===== config.mk =====
export PLATFORM = sky130hd
export DESIGN_NAME = packet_pool_ring_allocator
export DESIGN_NICKNAME = d
export VERILOG_FILES = /design/src/rtl/ppra_pkg.sv /design/src/rtl/packet_pool_ring_allocator.sv /design/src/rtl/ppra_ram.sv /design/src/rtl/ppra_store.sv /design/src/rtl/ppra_alu.sv
export SDC_FILE = /design/constraint.sdc
export NUM_CORES = 1
export LEC_CHECK = 0
export BUFFER_PORTS_ARGS = -buffer_cell sky130_fd_sc_hd__buf_2
export CAP_MARGIN = 20
export CELL_PAD_IN_SITES_DETAIL_PLACEMENT = 1
export CELL_PAD_IN_SITES_GLOBAL_PLACEMENT = 2
export CORE_ASPECT_RATIO = 1.25
export CORE_MARGIN = 3
export CORE_UTILIZATION = 40
export CTS_CLUSTER_SIZE = 25
export DETAILED_ROUTE_END_ITERATION = 10
export PLACE_DENSITY_LB_ADDON = 0.1
export SYNTH_ARGS = -nofsm -noshare
export SYNTH_HDL_FRONTEND = slang
export SYNTH_SLANG_ARGS = --single-unit

===== constraint.sdc =====
create_clock -name aclk -period 5.4 [get_ports aclk]
set_input_delay 1.08 -clock aclk [delete_from_list [all_inputs] [get_ports aclk]]
set_output_delay 1.08 -clock aclk [all_outputs]
set_load 0.005 [all_outputs]

===== src/rtl/ppra_pkg.sv =====
// shared types, codes and constants for the packet pool ring allocator
package ppra_pkg;

    // fixed field widths
    localparam int OWNER_W   = 3;   // owner index
    localparam int COUNT_W   = 5;   // hold counts, hold limits, list count
    localparam int OWN_W     = 4;   // stored slot owner, zero means unowned
    localparam int CFG_IDX_W = 3;   // register index on the config port
    localparam int CMD_W     = 2;

    localparam int NUM_LIMITS     = 8;
    localparam int MAX_RESULTS    = 16;
    localparam int DEF_POOL_SLOTS = 16;

    localparam logic [COUNT_W-1:0] LIMIT_RESET = COUNT_W'(4);

    // contents of a store entry that was never written
    localparam int INIT_ZERO = 0;
    localparam int INIT_INC  = 1;
    localparam int INIT_DEC  = 2;

    typedef enum logic [CMD_W-1:0] {
        CMD_ALLOC   = 2'd0,
        CMD_RELEASE = 2'd1,
        CMD_LIST    = 2'd2,
        CMD_NONE    = 2'd3
    } cmd_t;

    typedef enum logic {
        ALU_ADD = 1'b0,
        ALU_SUB = 1'b1
    } alu_op_t;

    typedef struct packed {
        alu_op_t              op;
        logic [COUNT_W-1:0]   a;
        logic [COUNT_W-1:0]   b;
    } alu_req_t;

    typedef struct packed {
        logic [COUNT_W-1:0]   res;
        logic                 borrow;
        logic                 zero;
    } alu_rsp_t;

endpackage


===== src/rtl/packet_pool_ring_allocator.sv =====
// top level: packet slot pool kept as a circular doubly linked ring
//   requests come in on s_axis_*: tuser carries the command (allocate, release,
//   list), tdata carries owner_id, slot_id and max_count; results leave on m_axis_*:
//   tdata carries the slot, tuser granted and empty_res, tlast marks the final
//   result of a request
//   hold limits per owner are written through cfg_we / cfg_index / cfg_wdata; the
//   user must write them only while no request is in flight, the block does not check
// sequencing, from the accepted request to the first result
//   one request at a time; s_axis_tready is high only while the block is idle
//   allocate: ALLOC_CHK, plus ALLOC_UPD when granted; release: REL_CHK alone for an
//   unowned slot, REL_CHK and REL_CNT when queue start advances, and REL_RDFP,
//   REL_SPL1 and REL_SPL2 after them when the slot is spliced in front of the free
//   pointer; list: LIST_CHK alone for the empty answer, then LIST_RDN, LIST_RDO and
//   LIST_EMIT for each listed slot; the block is idle again once the final result
//   leaves. each ring store (next, prev, owner) has one registered read port, and
//   one add/compare unit is shared; an unused command is dropped in the cycle it is
//   taken; a list of zero slots on a non-empty pool goes back to idle with no result
// reset: aresetn is synchronous, active low; the ring comes up linked in index
//   order, every slot unowned, all hold counts zero, limits at 4; no clearing pass
// backpressure: a result stays in the output register until m_axis_tready; the
//   walk of a list pauses until each result is taken
module packet_pool_ring_allocator #(
    parameter int POOL_SLOTS = ppra_pkg::DEF_POOL_SLOTS,
    localparam int SLOT_W = $clog2(POOL_SLOTS),
    localparam int S_DW = ((ppra_pkg::OWNER_W + SLOT_W + ppra_pkg::COUNT_W + 7) / 8) * 8,
    localparam int M_DW = ((SLOT_W + 7) / 8) * 8
) (
    input  logic                            aclk,
    input  logic                            aresetn,

    input  logic                            s_axis_tvalid,
    output logic                            s_axis_tready,
    input  logic [S_DW-1:0]                 s_axis_tdata,  // owner_id, slot_id, max_count
    input  logic [ppra_pkg::CMD_W-1:0]      s_axis_tuser,  // cmd

    output logic                            m_axis_tvalid,
    input  logic                            m_axis_tready,
    output logic [M_DW-1:0]                 m_axis_tdata,  // slot
    output logic [1:0]                      m_axis_tuser,  // granted, empty_res
    output logic                            m_axis_tlast,

    input  logic                            cfg_we,
    input  logic [ppra_pkg::CFG_IDX_W-1:0]  cfg_index,
    input  logic [ppra_pkg::COUNT_W-1:0]    cfg_wdata
);

    localparam int OW = ppra_pkg::OWNER_W;
    localparam int CW = ppra_pkg::COUNT_W;
    localparam int NW = ppra_pkg::OWN_W;
    // list length cap
    localparam int LIST_CAP = (POOL_SLOTS < ppra_pkg::MAX_RESULTS) ? POOL_SLOTS
                                                                   : ppra_pkg::MAX_RESULTS;

    typedef enum logic [12:0] {
        ST_IDLE      = 13'b0000000000001,
        ST_ALLOC_CHK = 13'b0000000000010,
        ST_ALLOC_UPD = 13'b0000000000100,
        ST_REL_CHK   = 13'b0000000001000,
        ST_REL_CNT   = 13'b0000000010000,
        ST_REL_RDFP  = 13'b0000000100000,
        ST_REL_SPL1  = 13'b0000001000000,
        ST_REL_SPL2  = 13'b0000010000000,
        ST_LIST_CHK  = 13'b0000100000000,
        ST_LIST_RDN  = 13'b0001000000000,
        ST_LIST_RDO  = 13'b0010000000000,
        ST_LIST_EMIT = 13'b0100000000000,
        ST_OUT       = 13'b1000000000000
    } state_t;

    state_t            state_reg, state_next;
    logic [SLOT_W-1:0] qh_reg, qh_next;      // queue start
    logic [SLOT_W-1:0] fh_reg, fh_next;      // first free
    logic [OW-1:0]     own_reg, own_next;
    logic [SLOT_W-1:0] sid_reg, sid_next;
    logic [SLOT_W-1:0] nb_reg, nb_next;      // neighbor after released slot
    logic [SLOT_W-1:0] pb_reg, pb_next;      // neighbor before released slot
    logic [SLOT_W-1:0] cur_reg, cur_next;    // list walk position
    logic [SLOT_W-1:0] nxt_reg, nxt_next;
    logic [CW-1:0]     rem_reg, rem_next;    // slots left to list
    logic              more_reg, more_next;
    logic [SLOT_W-1:0] out_slot_reg, out_slot_next;
    logic              out_gr_reg, out_gr_next;
    logic              out_em_reg, out_em_next;
    logic              out_last_reg, out_last_next;

    logic [CW-1:0]     hold_count_reg [ppra_pkg::NUM_LIMITS];
    logic [CW-1:0]     hold_limit_reg [ppra_pkg::NUM_LIMITS];
    logic              hold_we;

    // ring store ports
    logic              nx_we, pv_we, ow_we;
    logic [SLOT_W-1:0] nx_waddr, pv_waddr, ow_waddr;
    logic [SLOT_W-1:0] nx_wdata, pv_wdata;
    logic [NW-1:0]     ow_wdata;
    logic [SLOT_W-1:0] nx_raddr, pv_raddr, ow_raddr;
    logic [SLOT_W-1:0] nx_rdata, pv_rdata;
    logic [NW-1:0]     ow_rdata;

    ppra_pkg::alu_req_t alu_req;
    ppra_pkg::alu_rsp_t alu_rsp;

    // request fields
    ppra_pkg::cmd_t    in_cmd;
    logic [OW-1:0]     in_own;
    logic [SLOT_W-1:0] in_sid;
    logic [CW-1:0]     in_max;
    logic [CW-1:0]     in_iters;
    logic              in_sid_bad;
    logic              s_accept;
    logic [CW-1:0]     cnt;
    logic [CW-1:0]     lim;
    logic              list_stop;

    assign in_cmd     = ppra_pkg::cmd_t'(s_axis_tuser);
    assign in_own     = s_axis_tdata[OW-1:0];
    assign in_sid     = s_axis_tdata[OW +: SLOT_W];
    assign in_max     = s_axis_tdata[OW + SLOT_W +: CW];
    assign in_iters   = (in_max > CW'(LIST_CAP)) ? CW'(LIST_CAP) : in_max;
    assign in_sid_bad = ({1'b0, in_sid} >= (SLOT_W + 1)'(POOL_SLOTS));

    assign s_axis_tready = (state_reg == ST_IDLE);
    assign s_accept      = s_axis_tvalid && s_axis_tready;

    assign cnt = hold_count_reg[own_reg];
    assign lim = hold_limit_reg[own_reg];

    ppra_store #(
        .WIDTH     (SLOT_W),
        .DEPTH     (POOL_SLOTS),
        .INIT_KIND (ppra_pkg::INIT_INC)
    ) u_next (
        .aclk    (aclk),
        .aresetn (aresetn),
        .we      (nx_we),
        .waddr   (nx_waddr),
        .wdata   (nx_wdata),
        .raddr   (nx_raddr),
        .rdata   (nx_rdata)
    );

    ppra_store #(
        .WIDTH     (SLOT_W),
        .DEPTH     (POOL_SLOTS),
        .INIT_KIND (ppra_pkg::INIT_DEC)
    ) u_prev (
        .aclk    (aclk),
        .aresetn (aresetn),
        .we      (pv_we),
        .waddr   (pv_waddr),
        .wdata   (pv_wdata),
        .raddr   (pv_raddr),
        .rdata   (pv_rdata)
    );

    ppra_store #(
        .WIDTH     (NW),
        .DEPTH     (POOL_SLOTS),
        .INIT_KIND (ppra_pkg::INIT_ZERO)
    ) u_owner (
        .aclk    (aclk),
        .aresetn (aresetn),
        .we      (ow_we),
        .waddr   (ow_waddr),
        .wdata   (ow_wdata),
        .raddr   (ow_raddr),
        .rdata   (ow_rdata)
    );

    ppra_alu u_alu (
        .req (alu_req),
        .rsp (alu_rsp)
    );

    // sequencer
    always_comb begin
        state_next    = state_reg;
        qh_next       = qh_reg;
        fh_next       = fh_reg;
        own_next      = own_reg;
        sid_next      = sid_reg;
        nb_next       = nb_reg;
        pb_next       = pb_reg;
        cur_next      = cur_reg;
        nxt_next      = nxt_reg;
        rem_next      = rem_reg;
        more_next     = more_reg;
        out_slot_next = out_slot_reg;
        out_gr_next   = out_gr_reg;
        out_em_next   = out_em_reg;
        out_last_next = out_last_reg;
        hold_we       = 1'b0;
        nx_we         = 1'b0;
        nx_waddr      = sid_reg;
        nx_wdata      = fh_reg;
        pv_we         = 1'b0;
        pv_waddr      = fh_reg;
        pv_wdata      = sid_reg;
        ow_we         = 1'b0;
        ow_waddr      = sid_reg;
        ow_wdata      = '0;
        nx_raddr      = cur_reg;
        pv_raddr      = fh_reg;
        ow_raddr      = fh_reg;
        alu_req.op    = ppra_pkg::ALU_SUB;
        alu_req.a     = cnt;
        alu_req.b     = lim;
        list_stop     = 1'b0;

        case (state_reg)
            ST_IDLE: begin
                // look up the slot the request is about
                nx_raddr = in_sid;
                pv_raddr = in_sid;
                case (in_cmd)
                    ppra_pkg::CMD_RELEASE: ow_raddr = in_sid;
                    ppra_pkg::CMD_LIST:    ow_raddr = qh_reg;
                    default:               ow_raddr = fh_reg;
                endcase
                if (s_accept) begin
                    own_next      = in_own;
                    sid_next      = in_sid;
                    cur_next      = qh_reg;
                    rem_next      = in_iters;
                    more_next     = 1'b0;
                    out_gr_next   = 1'b0;
                    out_em_next   = 1'b0;
                    out_last_next = 1'b1;
                    case (in_cmd)
                        ppra_pkg::CMD_ALLOC: begin
                            state_next = ST_ALLOC_CHK;
                        end
                        ppra_pkg::CMD_RELEASE: begin
                            if (in_sid_bad) begin
                                out_slot_next = in_sid;
                                state_next    = ST_OUT;
                            end else begin
                                state_next = ST_REL_CHK;
                            end
                        end
                        ppra_pkg::CMD_LIST: begin
                            state_next = ST_LIST_CHK;
                        end
                        default: begin
                            state_next = ST_IDLE;
                        end
                    endcase
                end
            end

            ST_ALLOC_CHK: begin
                // count below limit and first-free slot unowned
                nx_raddr = fh_reg;
                if ((ow_rdata == '0) && alu_rsp.borrow) begin
                    ow_we      = 1'b1;
                    ow_waddr   = fh_reg;
                    ow_wdata   = NW'({1'b0, own_reg}) + NW'(1);
                    state_next = ST_ALLOC_UPD;
                end else begin
                    out_slot_next = '0;
                    state_next    = ST_OUT;
                end
            end

            ST_ALLOC_UPD: begin
                alu_req.op    = ppra_pkg::ALU_ADD;
                alu_req.b     = CW'(1);
                hold_we       = 1'b1;
                fh_next       = nx_rdata;
                out_slot_next = fh_reg;
                out_gr_next   = 1'b1;
                state_next    = ST_OUT;
            end

            ST_REL_CHK: begin
                if (ow_rdata == '0) begin
                    out_slot_next = sid_reg;
                    state_next    = ST_OUT;
                end else begin
                    own_next   = OW'(ow_rdata - NW'(1));
                    ow_we      = 1'b1;
                    ow_waddr   = sid_reg;
                    ow_wdata   = '0;
                    nb_next    = nx_rdata;
                    pb_next    = pv_rdata;
                    state_next = ST_REL_CNT;
                end
            end

            ST_REL_CNT: begin
                // saturating decrement of the owner's count
                alu_req.b = CW'(1);
                hold_we   = !alu_rsp.borrow;
                if (qh_reg == sid_reg) begin
                    qh_next       = nb_reg;
                    out_slot_next = sid_reg;
                    out_gr_next   = 1'b1;
                    state_next    = ST_OUT;
                end else begin
                    // unlink
                    nx_we      = 1'b1;
                    nx_waddr   = pb_reg;
                    nx_wdata   = nb_reg;
                    pv_we      = 1'b1;
                    pv_waddr   = nb_reg;
                    pv_wdata   = pb_reg;
                    state_next = ST_REL_RDFP;
                end
            end

            ST_REL_RDFP: begin
                pv_raddr   = fh_reg;
                state_next = ST_REL_SPL1;
            end

            ST_REL_SPL1: begin
                nx_we      = 1'b1;
                nx_waddr   = pv_rdata;
                nx_wdata   = sid_reg;
                pv_we      = 1'b1;
                pv_waddr   = sid_reg;
                pv_wdata   = pv_rdata;
                state_next = ST_REL_SPL2;
            end

            ST_REL_SPL2: begin
                nx_we         = 1'b1;
                nx_waddr      = sid_reg;
                nx_wdata      = fh_reg;
                pv_we         = 1'b1;
                pv_waddr      = fh_reg;
                pv_wdata      = sid_reg;
                fh_next       = sid_reg;
                out_slot_next = sid_reg;
                out_gr_next   = 1'b1;
                state_next    = ST_OUT;
            end

            ST_LIST_CHK: begin
                if (ow_rdata == '0) begin
                    out_slot_next = '0;
                    out_em_next   = 1'b1;
                    state_next    = ST_OUT;
                end else if (rem_reg == '0) begin
                    state_next = ST_IDLE;
                end else begin
                    state_next = ST_LIST_RDN;
                end
            end

            ST_LIST_RDN: begin
                nx_raddr   = cur_reg;
                state_next = ST_LIST_RDO;
            end

            ST_LIST_RDO: begin
                nxt_next   = nx_rdata;
                ow_raddr   = nx_rdata;
                state_next = ST_LIST_EMIT;
            end

            ST_LIST_EMIT: begin
                alu_req.a     = rem_reg;
                alu_req.b     = CW'(1);
                list_stop     = (ow_rdata == '0) || alu_rsp.zero;
                out_slot_next = cur_reg;
                out_gr_next   = 1'b0;
                out_em_next   = 1'b0;
                out_last_next = list_stop;
                more_next     = !list_stop;
                rem_next      = alu_rsp.res;
                cur_next      = nxt_reg;
                state_next    = ST_OUT;
            end

            ST_OUT: begin
                if (m_axis_tready) begin
                    state_next = more_reg ? ST_LIST_RDN : ST_IDLE;
                end
            end

            default: begin
                state_next = ST_IDLE;
            end
        endcase
    end

    always_ff @(posedge aclk) begin
        if (!aresetn) begin
            state_reg <= ST_IDLE;
            qh_reg    <= '0;
            fh_reg    <= '0;
            more_reg  <= 1'b0;
            for (int i = 0; i < ppra_pkg::NUM_LIMITS; i++) begin
                hold_count_reg[i] <= '0;
                hold_limit_reg[i] <= ppra_pkg::LIMIT_RESET;
            end
        end else begin
            state_reg <= state_next;
            qh_reg    <= qh_next;
            fh_reg    <= fh_next;
            more_reg  <= more_next;
            if (hold_we) begin
                hold_count_reg[own_reg] <= alu_rsp.res;
            end
            if (cfg_we) begin
                hold_limit_reg[cfg_index] <= cfg_wdata;
            end
        end
        own_reg      <= own_next;
        sid_reg      <= sid_next;
        nb_reg       <= nb_next;
        pb_reg       <= pb_next;
        cur_reg      <= cur_next;
        nxt_reg      <= nxt_next;
        rem_reg      <= rem_next;
        out_slot_reg <= out_slot_next;
        out_gr_reg   <= out_gr_next;
        out_em_reg   <= out_em_next;
        out_last_reg <= out_last_next;
    end

    assign m_axis_tvalid = (state_reg == ST_OUT);
    assign m_axis_tdata  = M_DW'(out_slot_reg);
    assign m_axis_tuser  = {out_em_reg, out_gr_reg};
    assign m_axis_tlast  = out_last_reg;

    // one request at a time: never taking a request while a result waits
    a_no_overlap: assert property (@(posedge aclk) disable iff (!aresetn)
        !(s_axis_tready && m_axis_tvalid))
        else $error("request taken while a result is pending");

    // an empty-pool answer is never a grant and always ends the run
    a_empty_last: assert property (@(posedge aclk) disable iff (!aresetn)
        (m_axis_tvalid && m_axis_tuser[1]) |-> (m_axis_tlast && !m_axis_tuser[0]))
        else $error("empty result not final or marked granted");

    // an unused command is dropped at once
    a_none_drop: assert property (@(posedge aclk) disable iff (!aresetn)
        (s_accept && (in_cmd == ppra_pkg::CMD_NONE)) |=> s_axis_tready)
        else $error("unused command did not return to idle");

    // a taken final result returns the block to idle
    a_last_idle: assert property (@(posedge aclk) disable iff (!aresetn)
        (m_axis_tvalid && m_axis_tready && m_axis_tlast) |=> s_axis_tready)
        else $error("block busy after final result");

    // a granted allocation moves the free pointer
    a_alloc_moves: assert property (@(posedge aclk) disable iff (!aresetn)
        (state_reg == ST_ALLOC_UPD) |=> (fh_reg == $past(nx_rdata)))
        else $error("free pointer not advanced on grant");

endmodule


===== src/rtl/ppra_ram.sv =====
// generic single write, single read ram with registered read data
module ppra_ram #(
    parameter int WIDTH = 4,
    parameter int DEPTH = 16,
    localparam int AW = $clog2(DEPTH)
) (
    input  logic             aclk,
    input  logic             we,
    input  logic [AW-1:0]    waddr,
    input  logic [WIDTH-1:0] wdata,
    input  logic [AW-1:0]    raddr,
    output logic [WIDTH-1:0] rdata
);

    logic [WIDTH-1:0] mem [DEPTH];
    logic [WIDTH-1:0] rdata_reg;

    always_ff @(posedge aclk) begin
        if (we) begin
            mem[waddr] <= wdata;
        end
        rdata_reg <= mem[raddr];
    end

    assign rdata = rdata_reg;

endmodule


===== src/rtl/ppra_store.sv =====
// ring state store: ram plus per-entry valid bits, unwritten entries read as their reset value
module ppra_store #(
    parameter int WIDTH     = 4,
    parameter int DEPTH     = 16,
    parameter int INIT_KIND = ppra_pkg::INIT_ZERO,
    localparam int AW = $clog2(DEPTH)
) (
    input  logic             aclk,
    input  logic             aresetn,
    input  logic             we,
    input  logic [AW-1:0]    waddr,
    input  logic [WIDTH-1:0] wdata,
    input  logic [AW-1:0]    raddr,
    output logic [WIDTH-1:0] rdata
);

    logic [DEPTH-1:0] valid_reg;
    logic             vq_reg;
    logic [AW-1:0]    aq_reg;
    logic [WIDTH-1:0] ram_rdata;
    logic [AW-1:0]    init_val;

    ppra_ram #(
        .WIDTH (WIDTH),
        .DEPTH (DEPTH)
    ) u_ram (
        .aclk  (aclk),
        .we    (we),
        .waddr (waddr),
        .wdata (wdata),
        .raddr (raddr),
        .rdata (ram_rdata)
    );

    always_ff @(posedge aclk) begin
        if (!aresetn) begin
            valid_reg <= '0;
            vq_reg    <= 1'b0;
        end else begin
            if (we) begin
                valid_reg[waddr] <= 1'b1;
            end
            vq_reg <= valid_reg[raddr];
        end
        aq_reg <= raddr;
    end

    // reset value as a function of the entry index
    always_comb begin
        case (INIT_KIND)
            ppra_pkg::INIT_INC: begin
                init_val = (aq_reg == AW'(DEPTH - 1)) ? '0 : aq_reg + AW'(1);
            end
            ppra_pkg::INIT_DEC: begin
                init_val = (aq_reg == '0) ? AW'(DEPTH - 1) : aq_reg - AW'(1);
            end
            default: begin
                init_val = '0;
            end
        endcase
    end

    assign rdata = vq_reg ? ram_rdata : WIDTH'(init_val);

endmodule


===== src/rtl/ppra_alu.sv =====
// shared add/subtract and compare unit for hold counts and list counting
module ppra_alu (
    input  ppra_pkg::alu_req_t req,
    output ppra_pkg::alu_rsp_t rsp
);

    logic [ppra_pkg::COUNT_W:0] wide;

    always_comb begin
        case (req.op)
            ppra_pkg::ALU_ADD: begin
                wide = {1'b0, req.a} + {1'b0, req.b};
            end
            ppra_pkg::ALU_SUB: begin
                wide = {1'b0, req.a} - {1'b0, req.b};
            end
            default: begin
                wide = '0;
            end
        endcase
        rsp.res    = wide[ppra_pkg::COUNT_W-1:0];
        rsp.borrow = wide[ppra_pkg::COUNT_W];
        rsp.zero   = (wide[ppra_pkg::COUNT_W-1:0] == '0);
    end

endmodule


[Word-level counts from Yosys, hierarchy flattened]
Memory sizes are Yosys's and may differ from the RTL's. A register that Yosys moved wholly into a read port is not among the register bits.
Index checks and enable logic that the tools add are counted.
Word-level totals
  flip-flop bits (word level): 116
  memory bits (writable): 272
  input bits: 31
  output and inout bits: 13
  logic and storage cells: 196
  memories kept: 5
Memories
  u_next.u_ram.mem: words 16, bits a word 4, rd ports 1, clocked after Yosys merged registers in 1, write ports 1, line ppra_ram.sv:15  | logic [WIDTH-1:0] mem [DEPTH];
  u_owner.u_ram.mem: words 16, bits a word 4, rd ports 1, clocked after Yosys merged registers in 1, write ports 1, line ppra_ram.sv:15
  u_prev.u_ram.mem: words 16, bits a word 4, rd ports 1, clocked after Yosys merged registers in 1, write ports 1, line ppra_ram.sv:15
  hold_count_reg: words 8, bits a word 5, rd ports 1, clocked after Yosys merged registers in 1, write ports 8, line packet_pool_ring_allocator.sv:86  | logic [CW-1:0] hold_count_reg [ppra_pkg::NUM_LIMITS];
  hold_limit_reg: words 8, bits a word 5, rd ports 1, clocked after Yosys merged registers in 1, write ports 8, line packet_pool_ring_allocator.sv:87  | logic [CW-1:0] hold_limit_reg [ppra_pkg::NUM_LIMITS];
Cells by class
  $add $sub $neg: 6
  order comparisons: 10
  equal/unequal tests: 24
  mux-type cells: 90
  bitwise operators: 4
  reductions and logical operators: 34
Operator list (count)
  $pmux 13 s11: 1
  $mux 13: 6
  $mux 4: 17
  $pmux 4 s2: 7
  $or 16x16->16: 3
  $lt 4x5->1 const B: 6
  $mux 5: 6
  $pmux 4 s7: 1
  $mux 1: 27
  $pmux 9 s3: 1
  $mux 10: 2
  $mux 3: 6
  $eq 13x1->1 const B: 1
  $eq 13x10->1 const B: 1
  $eq 13x11->1 const B: 1
  $eq 13x12->1 const B: 1
  $eq 13x13->1 const B: 1
  $eq 13x2->1 const B: 1
  $eq 13x3->1 const B: 1
  $eq 13x4->1 const B: 1
  $eq 13x5->1 const B: 1
  $eq 13x6->1 const B: 1
  $eq 13x7->1 const B: 1
  $eq 13x8->1 const B: 1
  other kinds (40): 73

[Longest topological paths before layout]
  depth in word-level cells: 13
  depth in mapped cells: 22
  mapped depth without buffers: 19

[Cells and area by module]
Synthesis repeated with hierarchy kept, for this count alone.
Second synthesis, totals
  cell total of the unflattened synthesis: 1311
  area, all modules: 18176.2 um2
By module, submodules not included
  ppra_ram: times used 3, cells each 130, area each 2666.3 um2, sequential area each 2001.9 um2
  packet_pool_ring_allocator: times used 1, cells each 603, area each 7259.5 um2, sequential area each 3953.8 um2
  ppra_store (u_prev): times used 1, cells each 100, area each 935.9 um2, sequential area each 420.4 um2
  ppra_store (u_next): times used 1, cells each 96, area each 918.4 um2, sequential area each 420.4 um2
  ppra_store (u_owner): times used 1, cells each 83, area each 769.5 um2, sequential area each 340.3 um2
  ppra_alu: times used 1, cells each 39, area each 294.0 um2, sequential area each 0.0 um2

[Worst setup path before layout]
OpenSTA, ideal clock, no wires.
  path kind: flip-flop to flip-flop
  from: reg state_reg[9]
  to: mem u_owner.u_ram.mem[0][0] (data pin)
  library setup time: 0.281 ns
  arrival: 4.770 ns
  required time: 5.119 ns
  path slack: 0.348 ns
  stages on the path, launching flop included: 20
  path buffers: 4
  period minus slack after synthesis: 5.052 ns
  cell sequence: dfxtp_1 buf_6 or4_4 nor3_1 and4b_1 clkbuf_1 clkbuf_1 nor2_1 nand2_1 inv_1 ha_1 nor2b_1 ha_1 a211oi_1 o21bai_1 a21o_1 a311o_1 a21oi_1 clkbuf_1 nor2b_1
Between the ends
  word-level cells in the longest chain between the ends: 8
  elaborated cells between the ends (all ways): 14
  classes of those cells: 2 x add/sub; 4 x eq/ne; 6 x mux; 2 x reduce/logical
Ends and longest elaborated chain
  start, declared: line packet_pool_ring_allocator.sv:70  | state_t state_reg, state_next;
  start signal, assigned: line packet_pool_ring_allocator.sv:398  | state_reg <= state_next;
  $eq 13x12->1, or another cell as far along: line packet_pool_ring_allocator.sv:209  | case (state_reg)
  $reduce_or 3->1 (no line)
  $mux 5: line packet_pool_ring_allocator.sv:209
  $sub 5x5->6 or $add 5x5->6 (tied branches): line ppra_alu.sv:15, ppra_alu.sv:12
  $pmux 6 s2: line ppra_alu.sv:10  | case (req.op)
  $logic_and 1x1->1: line packet_pool_ring_allocator.sv:253  | if ((ow_rdata == '0) && alu_rsp.borrow) begin
  $mux 4: line packet_pool_ring_allocator.sv:253
  $mux 4 *
  net ow_wdata[0]: line packet_pool_ring_allocator.sv:94  | logic [NW-1:0] ow_wdata;
  end, declared: line ppra_ram.sv:15
The timed path passes the listed nets; every way through them passes the cells marked *.

[Final worst setup path]
  from: reg state_reg[9]
  to: mem u_owner.u_ram.mem[15][0] (enable)
Between the ends
  word-level cells in the longest chain between the ends: 10
  elaborated cells between the ends (all ways): 19
  classes of those cells: 2 x add/sub; 5 x eq/ne; 10 x mux; 2 x reduce/logical
Ends and longest elaborated chain
  $eq 13x12->1, or another cell as far along: line packet_pool_ring_allocator.sv:209
  $reduce_or 3->1 (no line)
  $mux 5: line packet_pool_ring_allocator.sv:209
  $sub 5x5->6 or $add 5x5->6 (tied branches): line ppra_alu.sv:15, ppra_alu.sv:12
  $pmux 6 s2: line ppra_alu.sv:10
  $logic_and 1x1->1: line packet_pool_ring_allocator.sv:253
  $mux 1: line packet_pool_ring_allocator.sv:253
  $pmux 1 s2: line packet_pool_ring_allocator.sv:209
  $mux 1: line ppra_ram.sv:19  | if (we) begin
  $mux 1 (not written as such): line ppra_ram.sv:20  | mem[waddr] <= wdata;
Several ways; a longest one is shown, not always the timed one.

==> summary.txt <==
Synth
  • Sequential area share after synthesis: 62.5%
  • Post-synth EDFFs: 307
  • Main synth FF type: edfxtp_1
  • Syn Inst Count: 1439
  • Syn Area/Cell: 12.4 um^2
  • Mapped Area: 0.0178 mm^2
  • Top-area cell type share of the netlist area: 51.7%
  • Flip-flop and latch count after synthesis: 403
  • Number of library cell types mapped by synthesis: 70
  • Area leader, netlist: edfxtp_1
  • FFs w/ async S/R, synth: 0%
  • Largest cells by area after synthesis: edfxtp_1 (52%), dfxtp_1 (11%), mux2i_1 (4.1%)
  • Synth warn: 0

Run status
  • Status: completed

Floorplan
  • Starting Density: 41.0%
  • I/O Pins: 44
  • Core area: 0.0435 mm^2
  • Die Ht: 242 um
  • Die Area: 0.0471 mm^2
  • Row count: 85
  • Die Width: 195 um

Final layout
  • Multi-input gate area: 0.00620 mm^2
  • Layout cells sized above 1: 13.9%
  • Filler Cells Inserted: 4496
  • Post-layout nets: 1527
  • Layout Utilization: 46.0%
  • Non-filler instance count after layout: 2079
  • Sequential Area: 0.0111 mm^2
  • Synthesis-to-finish area growth: 12.3%
  • Largest regs: u_next.u_ram.mem (64), u_owner.u_ram.mem (64), u_prev.u_ram.mem (64)

Clocking
  • Post-CTS Resized: 0
  • Clock latency on the worst-skew pair: 0.57 ns
  • Clock H-tree levels: 2
  • CTS tree: yes
  • # Post-CTS Setup Buffers: 0
  • Number of hold buffers added after cts: 0
  • Clk sinks: 403
  • Worst-path clk slew: 0.06 ns
  • CTS buffer count: 42
  • Deepest clock path buffer count: 3
  • Root buffer cell: clkbuf_16

Critical path
  • Reg2reg end: u_owner.u_ram.mem[15][0]
  • CP required: 5.61 ns
  • FF-to-FF path depth: 17
  • CP Cell Sequence: or4_4, nor3_1, and4b_1, buf_4, or3_1, ha_1, xor2_1, nor2_1, ha_1, o21ai_0, o21bai_1, a21o_1, a311o_1, a21oi_1, buf_12, mux2_2, nor2_1
  • R2R Setup Slk: 0.34 ns
  • Largest stage delay, worst path: 0.60 ns
  • Slowest CP cell: or4_4
  • Worst setup path start: state_reg[9]
  • Crit path capture type: register
  • Worst setup path class: reg -> reg
  • RR Startpoint: state_reg[9]
  • Critical Path Start Type: register
  • Worst setup path end: u_owner.u_ram.mem[15][0]
  • WP depth: 17
  • Buf/Inv on CP: 2
  • Top delay family on crit path: simple AND/OR/NAND/NOR gates
  • CP arrival: 5.28 ns
  • CP max FO: 17

Power
  • Lkg Pwr: 7.21 nW
  • Peak VDD IR: 260 uV
  • Cell Pwr Density: 375 mW/mm^2

Timing
  • Final worst slack: 0.336 ns
  • Slew Viols, Final: 0
  • Worst Skew: 0.0201 ns
  • Minimum clock period: 5.06 ns
  • Count of final setup violators: 0
  • Unrepaired setup endpoints after global routing: no
  • Worst relative slew slack: 34.8%
  • Max Clk Rate: 0.197 GHz
  • Period utilisation layout: 93.8%
  • Final setup TNS: 0 ns
  • Count of final hold-check violations: 0
  • Least-Margin Pin Slew: 0.977 ns

Placed design
  • Routability cong.: 0.795
  • DP Cell Count: 2000
  • Port Buffers: 35
  • Worst Setup Slack post-DPL: 0.350 ns
  • HPWL Detailed: 32.5 mm

Global routing
  • Grt ovf: 0
  • Gr usage total: 19.7%
  • Largest net degree at the start of global routing: 64
  • Antenna violations before repair: 3
  • First-pass GRT wire length: 72.0 mm
  • Vias in the first global route: 12100

Flow run
  • Max Cap Viol: 0

Routing
  • Via/cell ratio: 5.48
  • Drt drc: 0
  • Vias after detailed routing: 11400
  • Final wirelength: 46.7 mm
  • Remaining antenna violation count after routing: 0
  • Initial DRC Count: 520
  • WL per Instance: 22.5 um
  • Drt first pass iters: 5

Worst hold path
  • Hold Crit Depth: 2
  • HP Class: reg -> reg
## synthesized netlist by cell type (22+ instances only)
library cell	number
a21oi_1	40
nand3_1	22
nand2_1	184
mux2_2	44
dfxtp_1	96
and3_1	24
o21ai_0	43
clkbuf_1	48
and2_1	41
inv_1	28
mux2i_1	73
o21a_1	37
edfxtp_1	307
nor2_1	148
## layer usage
layer / wire length (um) / GRT usage, %
met1: 19700 / 24.3
met2: 24200 / 35.9
met3: 1710 / 3.57
met4: 1050 / 4.95
met5: 20 / 0
## how the worst min path moves through the flow
stage                     slack, ns                   end            startpoint
after global routing           0.48  u_next.valid_reg[12]  u_next.valid_reg[12]
after floorplan                0.42  u_prev.valid_reg[10]  u_prev.valid_reg[10]
after global placement         0.43   u_prev.valid_reg[2]   u_prev.valid_reg[2]
final                          0.46   u_prev.valid_reg[1]   u_prev.valid_reg[1]
after detailed placement       0.45  u_prev.valid_reg[14]  u_prev.valid_reg[14]
after CTS                      0.46  u_prev.valid_reg[14]  u_prev.valid_reg[14]
## layout make-up
type	instances	share of cell area, %
Multi-Input combinational cell	933	31.0
Antenna cell	1	0.0125
Clock inverter	10	0.651
Sequential cell	403	55.7
Tap cell	565	3.53
Timing Repair Buffer	67	2.15
Inverter	32	0.663
Clock buffer	68	6.27
## worst register-to-register path, stage by stage, from the launching register on
cell and delay (ns):
dfxtp_1 0.39, or4_4 0.60, nor3_1 0.26, and4b_1 0.26
buf_4 0.24, or3_1 0.15, ha_1 0.20, xor2_1 0.17
nor2_1 0.07, ha_1 0.35, o21ai_0 0.18, o21bai_1 0.08
a21o_1 0.23, a311o_1 0.32, a21oi_1 0.24, buf_12 0.18
mux2_2 0.38, nor2_1 0.41
## metrics by stage
step | total power, mW | hold WS, ns | cell area, um^2
2_1_floorplan | 4.26 | 0.425 | 17800
3_3_place_gp | 4.64 | 0.433 | 18600
3_5_place_dp | 4.66 | 0.446 | 18600
4_1_cts | 7.61 | 0.461 | 20000
5_1_grt | 7.83 | 0.478 | 20000
6_report | 7.49 | 0.457 | 20000
## cell usage in the layout, fill, tap and decap left out, types with 10 or more instances in the layout
cell type,count
edfxtp_1,307
nand2_1,183
nor2_1,148
dfxtp_1,96
mux2i_1,72
clkbuf_16,45
mux2_2,44
o21ai_0,43
and2_1,41
a21oi_1,40
o21a_1,37
buf_2,34
buf_4,32
inv_1,28
and3_1,24
nand3_1,22
a31oi_1,21
mux4_2,20
clkbuf_1,18
ha_1,16
nor3_1,15
a22oi_1,14
a311oi_1,13
nor2b_1,10
xor2_1,10
a21o_1,10
a221o_1,10
nand2b_1,10
## logic make-up after synthesis
| family | synth area share, % |
|---|---|
| compound gates | 9.31 |
| xor+xnor | 0.737 |
| other cells | 0.0210 |
| mux | 9.41 |
| buf+inv | 2.80 |
| fa+ha+maj | 1.24 |
| simple gates | 14.0 |
| flops | 62.5 |
## report_power, final
group	internal (mW)	total (mW)	switching [mW]
clock network	1.73	2.92	1.19
logic	0.382	1.08	0.702
registers	3.42	3.49	0.0676
Note: power is estimated with default switching activity, not from simulation.
